File: src/sv/cpa_pkg.sv
// ---------------------------------------------------------------------------
// cpa_pkg: shared constants for the packet airtime calculator
// Widths, register indexes, reset values and reciprocal tables.
// ---------------------------------------------------------------------------
package cpa_pkg;

  // field and datapath widths
  localparam int unsigned SF_W   = 4;
  localparam int unsigned LEN_W  = 8;
  localparam int unsigned AIR_W  = 22;
  localparam int unsigned CFG_W  = 16;
  localparam int unsigned IDX_W  = 3;
  localparam int unsigned Y_W    = 29;   // (time_units + 999) >> 3
  localparam int unsigned Q0_W   = 23;   // reciprocal quotient estimate
  localparam int unsigned REM_W  = 30;
  localparam int unsigned RCP_W  = 15;   // 2^16 / d reciprocal width

  // largest airtime the datapath can produce
  localparam logic [AIR_W-1:0] AIR_MAX = AIR_W'(2200000);

  // spreading factor limits
  localparam logic [SF_W-1:0] SF_MIN = 4'd6;
  localparam logic [SF_W-1:0] SF_MAX = 4'd12;

  // configuration register indexes
  localparam logic [IDX_W-1:0] CFG_BW_SEL   = 3'd0;
  localparam logic [IDX_W-1:0] CFG_CODE_RT  = 3'd1;
  localparam logic [IDX_W-1:0] CFG_PREAMBLE = 3'd2;
  localparam logic [IDX_W-1:0] CFG_IMPLICIT = 3'd3;
  localparam logic [IDX_W-1:0] CFG_CRC_EN   = 3'd4;
  localparam logic [IDX_W-1:0] CFG_LOW_RATE = 3'd5;

  // register reset values
  localparam logic [1:0]       BW_RST  = 2'd0;
  localparam logic [2:0]       CR_RST  = 3'd1;
  localparam logic [CFG_W-1:0] PRE_RST = 16'd8;

  // floor(2^32 / 125): estimate is the true quotient or one below it
  localparam logic [25:0] RECIP125 = 26'd34359738;
  localparam logic [7:0]  DIV_125  = 8'd125;

  // ceil(2^16 / d) for symbol divisors 4..12, exact for dividends below 1024
  function automatic logic [RCP_W-1:0] sym_recip(input logic [SF_W-1:0] d);
    logic [RCP_W-1:0] r;
    case (d)
      4'd4:    r = 15'd16384;
      4'd5:    r = 15'd13108;
      4'd6:    r = 15'd10923;
      4'd7:    r = 15'd9363;
      4'd8:    r = 15'd8192;
      4'd9:    r = 15'd7282;
      4'd10:   r = 15'd6554;
      4'd11:   r = 15'd5958;
      4'd12:   r = 15'd5462;
      default: r = 15'd0;
    endcase
    return r;
  endfunction

endpackage

File: src/sv/cpa_ms_div.sv
// ---------------------------------------------------------------------------
// cpa_ms_div: two-stage divide by 125 with valid/ready
// Reciprocal multiply gives an estimate, a remainder check corrects it.
// ---------------------------------------------------------------------------
module cpa_ms_div
  import cpa_pkg::*;
(
  input  logic             clk_i,
  input  logic             rst_ni,
  input  logic             valid_i,
  output logic             ready_o,
  input  logic [Y_W-1:0]   dividend_i,
  output logic             valid_o,
  input  logic             ready_i,
  output logic [AIR_W-1:0] quotient_o
);

  logic             va_q, vb_q;
  logic             en_a, en_b;
  logic [54:0]      prod;
  logic [Q0_W-1:0]  q0_q;
  logic [Y_W-1:0]   ya_q;
  logic [REM_W-1:0] m125;
  logic [REM_W-1:0] rem;
  logic [AIR_W-1:0] quo_d, quo_q;

  // stage enables: a stage loads when it is empty or drains this cycle
  assign en_b    = !vb_q || ready_i;
  assign en_a    = !va_q || en_b;
  assign ready_o = en_a;

  // advance valid bits
  always_ff @(posedge clk_i or negedge rst_ni) begin
    if (!rst_ni) begin
      va_q <= 1'b0;
      vb_q <= 1'b0;
    end else begin
      if (en_a) va_q <= valid_i;
      if (en_b) vb_q <= va_q;
    end
  end

  // estimate quotient by reciprocal multiply
  assign prod = 55'(dividend_i) * 55'(RECIP125);

  always_ff @(posedge clk_i) begin
    if (en_a && valid_i) begin
      q0_q <= prod[54:32];
      ya_q <= dividend_i;
    end
  end

  // correct the estimate: remainder of at least 125 means one more
  assign m125  = {q0_q, 7'b0} - {6'b0, q0_q, 1'b0} - {7'b0, q0_q};
  assign rem   = {1'b0, ya_q} - m125;
  assign quo_d = q0_q[AIR_W-1:0] + ((rem >= REM_W'(DIV_125)) ? AIR_W'(1) : AIR_W'(0));

  always_ff @(posedge clk_i) begin
    if (en_b && va_q) begin
      quo_q <= quo_d;
    end
  end

  assign valid_o    = vb_q;
  assign quotient_o = quo_q;

  // estimate is never more than one below the true quotient
  a_rem_range : assert property (@(posedge clk_i) disable iff (!rst_ni)
    va_q |-> rem < REM_W'(250))
    else $error("divide estimate off by more than one");

  a_load : assert property (@(posedge clk_i) disable iff (!rst_ni)
    (valid_i && ready_o) |=> va_q)
    else $error("accepted word lost in divider");

  a_out_range : assert property (@(posedge clk_i) disable iff (!rst_ni)
    valid_o |-> quotient_o <= AIR_MAX)
    else $error("airtime beyond largest reachable value");

endmodule

File: src/sv/chirp_packet_airtime.sv
// ---------------------------------------------------------------------------
// chirp_packet_airtime: packet time on air in milliseconds
// Six-stage pipeline from spreading factor and payload length to airtime.
// ---------------------------------------------------------------------------
//  channel  | handshake                 | payload
//  ---------+---------------------------+---------------------------------------
//  in       | in_valid_i / in_ready_o   | spreading_factor_i, payload_length_i
//  out      | out_valid_o / out_ready_i | airtime_ms_o
//  cfg      | cfg_we_i (no wait)        | cfg_index_i, cfg_wdata_i
//
//  One word enters per cycle while in_ready_o is high; six register stages (symbol
//  count, reciprocal divide, symbol total, scale, divide-by-125 estimate,
//  correction with output register) carry each word to the output.
//  Reset clears all stage valid bits and loads the register defaults.
//  A stalled output holds only the stages behind it that are full; empty
//  stages keep filling, so input is taken while a result waits until every
//  stage is full.
// ---------------------------------------------------------------------------
module chirp_packet_airtime
  import cpa_pkg::*;
(
  input  logic             clk_i,
  input  logic             rst_ni,
  input  logic             in_valid_i,
  output logic             in_ready_o,
  input  logic [SF_W-1:0]  spreading_factor_i,
  input  logic [LEN_W-1:0] payload_length_i,
  output logic             out_valid_o,
  input  logic             out_ready_i,
  output logic [AIR_W-1:0] airtime_ms_o,
  input  logic             cfg_we_i,
  input  logic [IDX_W-1:0] cfg_index_i,
  input  logic [CFG_W-1:0] cfg_wdata_i
);

  // configuration registers
  logic [1:0]       bw_q;
  logic [2:0]       cr_q;
  logic [CFG_W-1:0] pre_q;
  logic             impl_q, crc_q, lr_q;

  always_ff @(posedge clk_i or negedge rst_ni) begin
    if (!rst_ni) begin
      bw_q   <= BW_RST;
      cr_q   <= CR_RST;
      pre_q  <= PRE_RST;
      impl_q <= 1'b0;
      crc_q  <= 1'b1;
      lr_q   <= 1'b0;
    end else if (cfg_we_i) begin
      case (cfg_index_i)
        CFG_BW_SEL:   bw_q   <= cfg_wdata_i[1:0];
        CFG_CODE_RT:  cr_q   <= cfg_wdata_i[2:0];
        CFG_PREAMBLE: pre_q  <= cfg_wdata_i;
        CFG_IMPLICIT: impl_q <= cfg_wdata_i[0];
        CFG_CRC_EN:   crc_q  <= cfg_wdata_i[0];
        CFG_LOW_RATE: lr_q   <= cfg_wdata_i[0];
        default: ;
      endcase
    end
  end

  // pipeline control
  logic v1_q, v2_q, v3_q, v4_q;
  logic en1, en2, en3, en4;
  logic div_ready;

  assign en4        = !v4_q || div_ready;
  assign en3        = !v3_q || en4;
  assign en2        = !v2_q || en3;
  assign en1        = !v1_q || en2;
  assign in_ready_o = en1;

  always_ff @(posedge clk_i or negedge rst_ni) begin
    if (!rst_ni) begin
      v1_q <= 1'b0;
      v2_q <= 1'b0;
      v3_q <= 1'b0;
      v4_q <= 1'b0;
    end else begin
      if (en1) v1_q <= in_valid_i;
      if (en2) v2_q <= v1_q;
      if (en3) v3_q <= v2_q;
      if (en4) v4_q <= v3_q;
    end
  end

  // stage 1: saturate, form ceil(num/4) and bias for the ceiling divide
  logic [SF_W-1:0] sf_sat;
  logic [SF_W-1:0] d1_d;
  logic [11:0]     pos, neg, diff, diff3;
  logic [9:0]      mcnt, x1_d;
  logic [SF_W-1:0] sf1_q, d1_q;
  logic [9:0]      x1_q;

  always_comb begin
    if (spreading_factor_i < SF_MIN) begin
      sf_sat = SF_MIN;
    end else if (spreading_factor_i > SF_MAX) begin
      sf_sat = SF_MAX;
    end else begin
      sf_sat = spreading_factor_i;
    end
  end

  assign d1_d  = sf_sat - {2'b00, lr_q, 1'b0};
  assign pos   = {1'b0, payload_length_i, 3'b000} + 12'd28 + (crc_q ? 12'd16 : 12'd0);
  assign neg   = {6'b0, sf_sat, 2'b00} + (impl_q ? 12'd20 : 12'd0);
  assign diff  = pos - neg;
  assign diff3 = diff + 12'd3;
  assign mcnt  = (pos > neg) ? diff3[11:2] : 10'd0;
  assign x1_d  = mcnt + {6'b0, d1_d} - 10'd1;

  always_ff @(posedge clk_i) begin
    if (en1 && in_valid_i) begin
      sf1_q <= sf_sat;
      d1_q  <= d1_d;
      x1_q  <= x1_d;
    end
  end

  // stage 2: divide by the symbol divisor through its reciprocal
  logic [24:0]     prod2;
  logic [7:0]      q2_q;
  logic [9:0]      x2_q;
  logic [SF_W-1:0] sf2_q, d2_q;

  assign prod2 = 25'(x1_q) * 25'(sym_recip(d1_q));

  always_ff @(posedge clk_i) begin
    if (en2 && v1_q) begin
      q2_q  <= prod2[23:16];
      x2_q  <= x1_q;
      d2_q  <= d1_q;
      sf2_q <= sf1_q;
    end
  end

  // stage 3: coded symbols, preamble and quarter-symbol total
  logic [2:0]      cr_sat;
  logic [3:0]      cr_mul;
  logic [11:0]     psym;
  logic [16:0]     tot;
  logic [18:0]     qs3_d, qs3_q;
  logic [SF_W-1:0] sf3_q;

  always_comb begin
    if (cr_q < 3'd1) begin
      cr_sat = 3'd1;
    end else if (cr_q > 3'd4) begin
      cr_sat = 3'd4;
    end else begin
      cr_sat = cr_q;
    end
  end

  assign cr_mul = {1'b0, cr_sat} + 4'd4;
  assign psym   = 12'(q2_q) * 12'(cr_mul) + 12'd8;
  assign tot    = {1'b0, pre_q} + {5'b0, psym};
  assign qs3_d  = {tot, 2'b00} + 19'd17;

  always_ff @(posedge clk_i) begin
    if (en3 && v2_q) begin
      qs3_q <= qs3_d;
      sf3_q <= sf2_q;
    end
  end

  // stage 4: scale to ms*125 units and round up before the divide
  logic [1:0]     bw_sat;
  logic [3:0]     shamt;
  logic [31:0]    scaled, biased;
  logic [Y_W-1:0] y4_q;

  assign bw_sat = (bw_q > 2'd2) ? 2'd2 : bw_q;
  assign shamt  = sf3_q + 4'd1 - {2'b00, bw_sat};
  assign scaled = {13'b0, qs3_q} << shamt;
  assign biased = scaled + 32'd999;

  always_ff @(posedge clk_i) begin
    if (en4 && v3_q) begin
      y4_q <= biased[31:3];
    end
  end

  // stages 5 and 6: divide by 125
  cpa_ms_div u_div (
    .clk_i      (clk_i),
    .rst_ni     (rst_ni),
    .valid_i    (v4_q),
    .ready_o    (div_ready),
    .dividend_i (y4_q),
    .valid_o    (out_valid_o),
    .ready_i    (out_ready_i),
    .quotient_o (airtime_ms_o)
  );

  // quotient check for the symbol divide
  logic [11:0] qd_chk;
  assign qd_chk = 12'(q2_q) * 12'(d2_q);

  a_accept : assert property (@(posedge clk_i) disable iff (!rst_ni)
    (in_valid_i && in_ready_o) |=> v1_q)
    else $error("accepted word not captured in first stage");

  a_sym_div : assert property (@(posedge clk_i) disable iff (!rst_ni)
    v2_q |-> (qd_chk <= {2'b00, x2_q}) && ({2'b00, x2_q} < qd_chk + {8'b0, d2_q}))
    else $error("symbol divide quotient wrong");

  a_quarter : assert property (@(posedge clk_i) disable iff (!rst_ni)
    v3_q |-> (qs3_q[1:0] == 2'b01) && (qs3_q >= 19'd49))
    else $error("quarter-symbol total malformed");

endmodule

File: config.mk
export PLATFORM = sky130hd
export DESIGN_NAME = chirp_packet_airtime
export DESIGN_NICKNAME = d
export VERILOG_FILES = /design/src/sv/cpa_pkg.sv /design/src/sv/cpa_ms_div.sv /design/src/sv/chirp_packet_airtime.sv
export SDC_FILE = /design/constraint.sdc
export NUM_CORES = 2
export LEC_CHECK = 0
export ABC_AREA = 0
export BUFFER_PORTS_ARGS = -buffer_cell sky130_fd_sc_hd__clkbuf_2
export CELL_PAD_IN_SITES_DETAIL_PLACEMENT = 0
export CELL_PAD_IN_SITES_GLOBAL_PLACEMENT = 2
export CORE_ASPECT_RATIO = 0.7
export CORE_MARGIN = 10
export CORE_UTILIZATION = 40
export CTS_CLUSTER_SIZE = 16
export DETAILED_ROUTE_END_ITERATION = 8
export GPL_ROUTABILITY_DRIVEN = 0
export PLACE_DENSITY = 0.87
export SLEW_MARGIN = 30
export SYNTH_ARGS = -nofsm -noshare
export SYNTH_HDL_FRONTEND = slang
export SYNTH_HIERARCHICAL = 1
export SYNTH_SLANG_ARGS = --single-unit
File: constraint.sdc
create_clock -name clk_i -period 15.35 [get_ports clk_i]
set_clock_uncertainty 0.05 [all_clocks]
set_input_delay 3.8375 -clock clk_i [delete_from_list [all_inputs] [get_ports clk_i]]
set_output_delay 3.8375 -clock clk_i [all_outputs]
set_load 0.1 [all_outputs]
==> impl_metrics.ini <==
[outcome]
status = finished clean

[clocking]
cts.clk_slew.worst_paths_ns = 0.09
ctsResizeCount = 0
cts_setup_buffers = 0
cts_tree = yes
clk_path_buf_depth = 2
cts.sinks = 198
holdBufCountCts = 0
cts_buffers = 17
h-tree-depth = 4
clock_latency_ns = 0.49
cts_root_buffer = clkbuf_16

[sta]
slew_headroom_pct = 41.3
fin_tns_setup_ns = 0
period_minus_slack_ns = 8.93
hold_viol = 0
worst_pin_slew_ns = 0.873
period_share_pct = 58.2
max_freq_mhz = 112
setup_viol = 0
final_max_slew_viol_count = 0
grt_setup_unrepaired = no

[routing]
wirelength_mm = 69.0
drc = 0
wl_per_cell_um = 17.3
firstDrtPassIters = 5
postRouteAntennaNets = 0
drt_iter0_drc = 1076
vias = 20100
vias_per_cell = 5.04

[yosys]
synth_compound_area_share_pct = 7.83
synth_warnings = 6
synth-edff-count = 153
syn_area_um2 = 29700
syn-mean-instance-area_um2 = 10.0
synthMuxAreaShare_pct = 3.47
async_flop_share_pct = 15.2
synthFlopType = edfxtp_1
ys_ff_latch = 198
yosysTopAreaCellShare_pct = 25.2
yosys.area.top_type = fa_1
yosys.area_share.xor_xnor_pct = 4.12
synth_fa_ha_area_share_pct = 45.8
synth_cells = 2963
synth-seq-area-share_pct = 19.0
syn-num-nets = 3861
netlist-cell-type-count = 96
synth_area_leaders = fa_1, ha_1, edfxtp_1
synth_top_family_by_area = adder cells
yosys.area_share.simple_pct = 9.89

[grt]
grt_use_total_pct = 16.5
grt_pass1_vias = 21300
grt_pass1_wl_mm = 115
grt_overflow = 0
antenna_found_initial = 0
grt_max_degree = 53

[floorplanning]
ios = 60
dieHeight_um = 248
core_area_um2 = 73400
num_rows = 83
die_w_um = 346
start_util_pct = 40.4
dieArea_um2 = 85700

[critical_path]
r2r_cells = 21
worst_setup_path_start_kind = input pin
endpoint_kind = output port
critPathKind = in -> out
crit_slowest_cell = clkbuf_2
path_delay_family = simple AND/OR/NAND/NOR gates
worstPathMaxFanout = 5
slowest_delay_ns = 0.42
cpMostUsedCell = clkbuf_2
cp_data_required_time_ns = 11.46
crit_arrival_ns = 5.04
critPathBufInv = 2
cp_num_cells = 5
crit_chain = clkbuf_2 > nand3b_1 > nor2b_1 > nand4_1 > clkbuf_2

[finish]
final_nets = 3890
area_growth_pct = 6.52
drive_gt1_share_pct = 6.82
diodes = 0

[min_path]
hp-class = reg -> reg
hold_depth = 0

[placed_design]
dp_hpwl_mm = 57.7
port_buffers = 59

[flow_run]
maxCapViolCount = 0
through the flow:
step                      util (%)  area [µm²]  cells  hold slack [ns]  worst slack, ns
after global routing          43.1       31600   3982            0.380             6.28
after global placement        42.2       31000   3948            0.365             6.43
final                         43.1       31600   3982            0.368             6.42
after CTS                     43.1       31600   3981            0.373             6.40
after floorplan                  -       29700   2963            0.350             6.21
after detailed placement      42.3       31000   3949            0.357             6.37
Yosys cell counts (18+ instances only):
cell / n
a21o_1: 34
a21oi_1: 101
and2_1: 84
clkbuf_1: 49
dfrtp_1: 27
edfxtp_1: 153
fa_1: 374
ha_1: 488
inv_1: 701
mux2_2: 48
mux2i_1: 23
nand2_1: 197
nand2b_1: 23
nand3_1: 43
nand4_1: 18
nor2_1: 79
nor3_1: 22
o21ai_0: 66
xnor2_1: 96
xor2_1: 41
per-layer routing:
| metal | global-route usage, % | vias up | part of all wire (%) |
|---|---|---|---|
| met5 | 0 | - | 0 |
| met4 | 2.57 | 0 | 1.1 |
| met3 | 2.46 | 45 | 4.1 |
| met2 | 25.2 | 356 | 43 |
| met1 | 24.8 | 9977 | 52 |
| li1 | - | 9680 | - |
worst paths after layout:
check / slack [ns] / end / start
setup / recovery: 6.42 / in_ready_o / out_ready_i
hold / removal: 0.37 / sf2_q[1]$_DFFE_PP_ / sf1_q[1]$_DFFE_PP_
setup reg to reg: 7.98 / u_div/q0_q[13]$_DFFE_PP_ / y4_q[27]$_DFFE_PP_
hold reg to reg: 0.37 / sf2_q[1]$_DFFE_PP_ / sf1_q[1]$_DFFE_PP_
max in group asynchronous: 11.42 / pre_q[15]$_DFFE_PN0P_ / rst_ni
min in group asynchronous: 3.35 / u_div/valid_o$_DFFE_PN0P_ / rst_ni
registers in the layout (all words and copies together), names as in the netlist, 8 cells and up, named ones only:
signal,flops
u_div/ya_q,29
y4_q,29
u_div/q0_q,23
u_div/quotient_o,22
qs3_q,17
pre_q,16
x1_q,10
q2_q,8
logic make-up (layout without fill, tap and decap cells):
group,Yosys count,count (layout)
fa+ha+maj,862,862
buf+inv,765,807
simple gates,571,571
compound gates,345,345
flops,198,198
xor+xnor,138,138
mux,83,83
other cells,1,1
cell type report:
| cell class | instances | area, µm² |
|---|---|---|
| Fill cell | 7011 | 41800 |
| Clock buffer | 19 | 443 |
| Tap cell | 977 | 1220 |
| Inverter | 702 | 2640 |
| Multi-Input combinational cell | 2000 | 21100 |
| Sequential cell | 198 | 5650 |
| Clock inverter | 13 | 136 |
| Timing Repair Buffer | 73 | 408 |
cell usage in the layout (no fill, tap or decap), types with 10 or more instances in the layout:
master | Yosys | layout
inv_1 | 701 | 701
ha_1 | 488 | 488
fa_1 | 374 | 374
nand2_1 | 197 | 197
edfxtp_1 | 153 | 153
a21oi_1 | 101 | 101
xnor2_1 | 96 | 96
and2_1 | 84 | 83
nor2_1 | 79 | 79
o21ai_0 | 66 | 66
clkbuf_2 | 0 | 59
mux2_2 | 48 | 48
nand3_1 | 43 | 43
xor2_1 | 41 | 41
a21o_1 | 34 | 34
dfrtp_1 | 27 | 27
nand2b_1 | 23 | 23
mux2i_1 | 23 | 23
nor3_1 | 22 | 22
nand4_1 | 18 | 18
o21a_1 | 17 | 17
clkbuf_16 | 0 | 17
nor2b_1 | 16 | 15
dfxtp_1 | 15 | 15
o211ai_1 | 14 | 14
and3_1 | 13 | 13
nor4_1 | 12 | 12
buf_4 | 3 | 12
mux4_2 | 11 | 11
o21bai_1 | 10 | 10
Power is left out: the tool's default activity adds up to more than one toggle a clock period on the data nets, which glitch-free logic cannot reach.
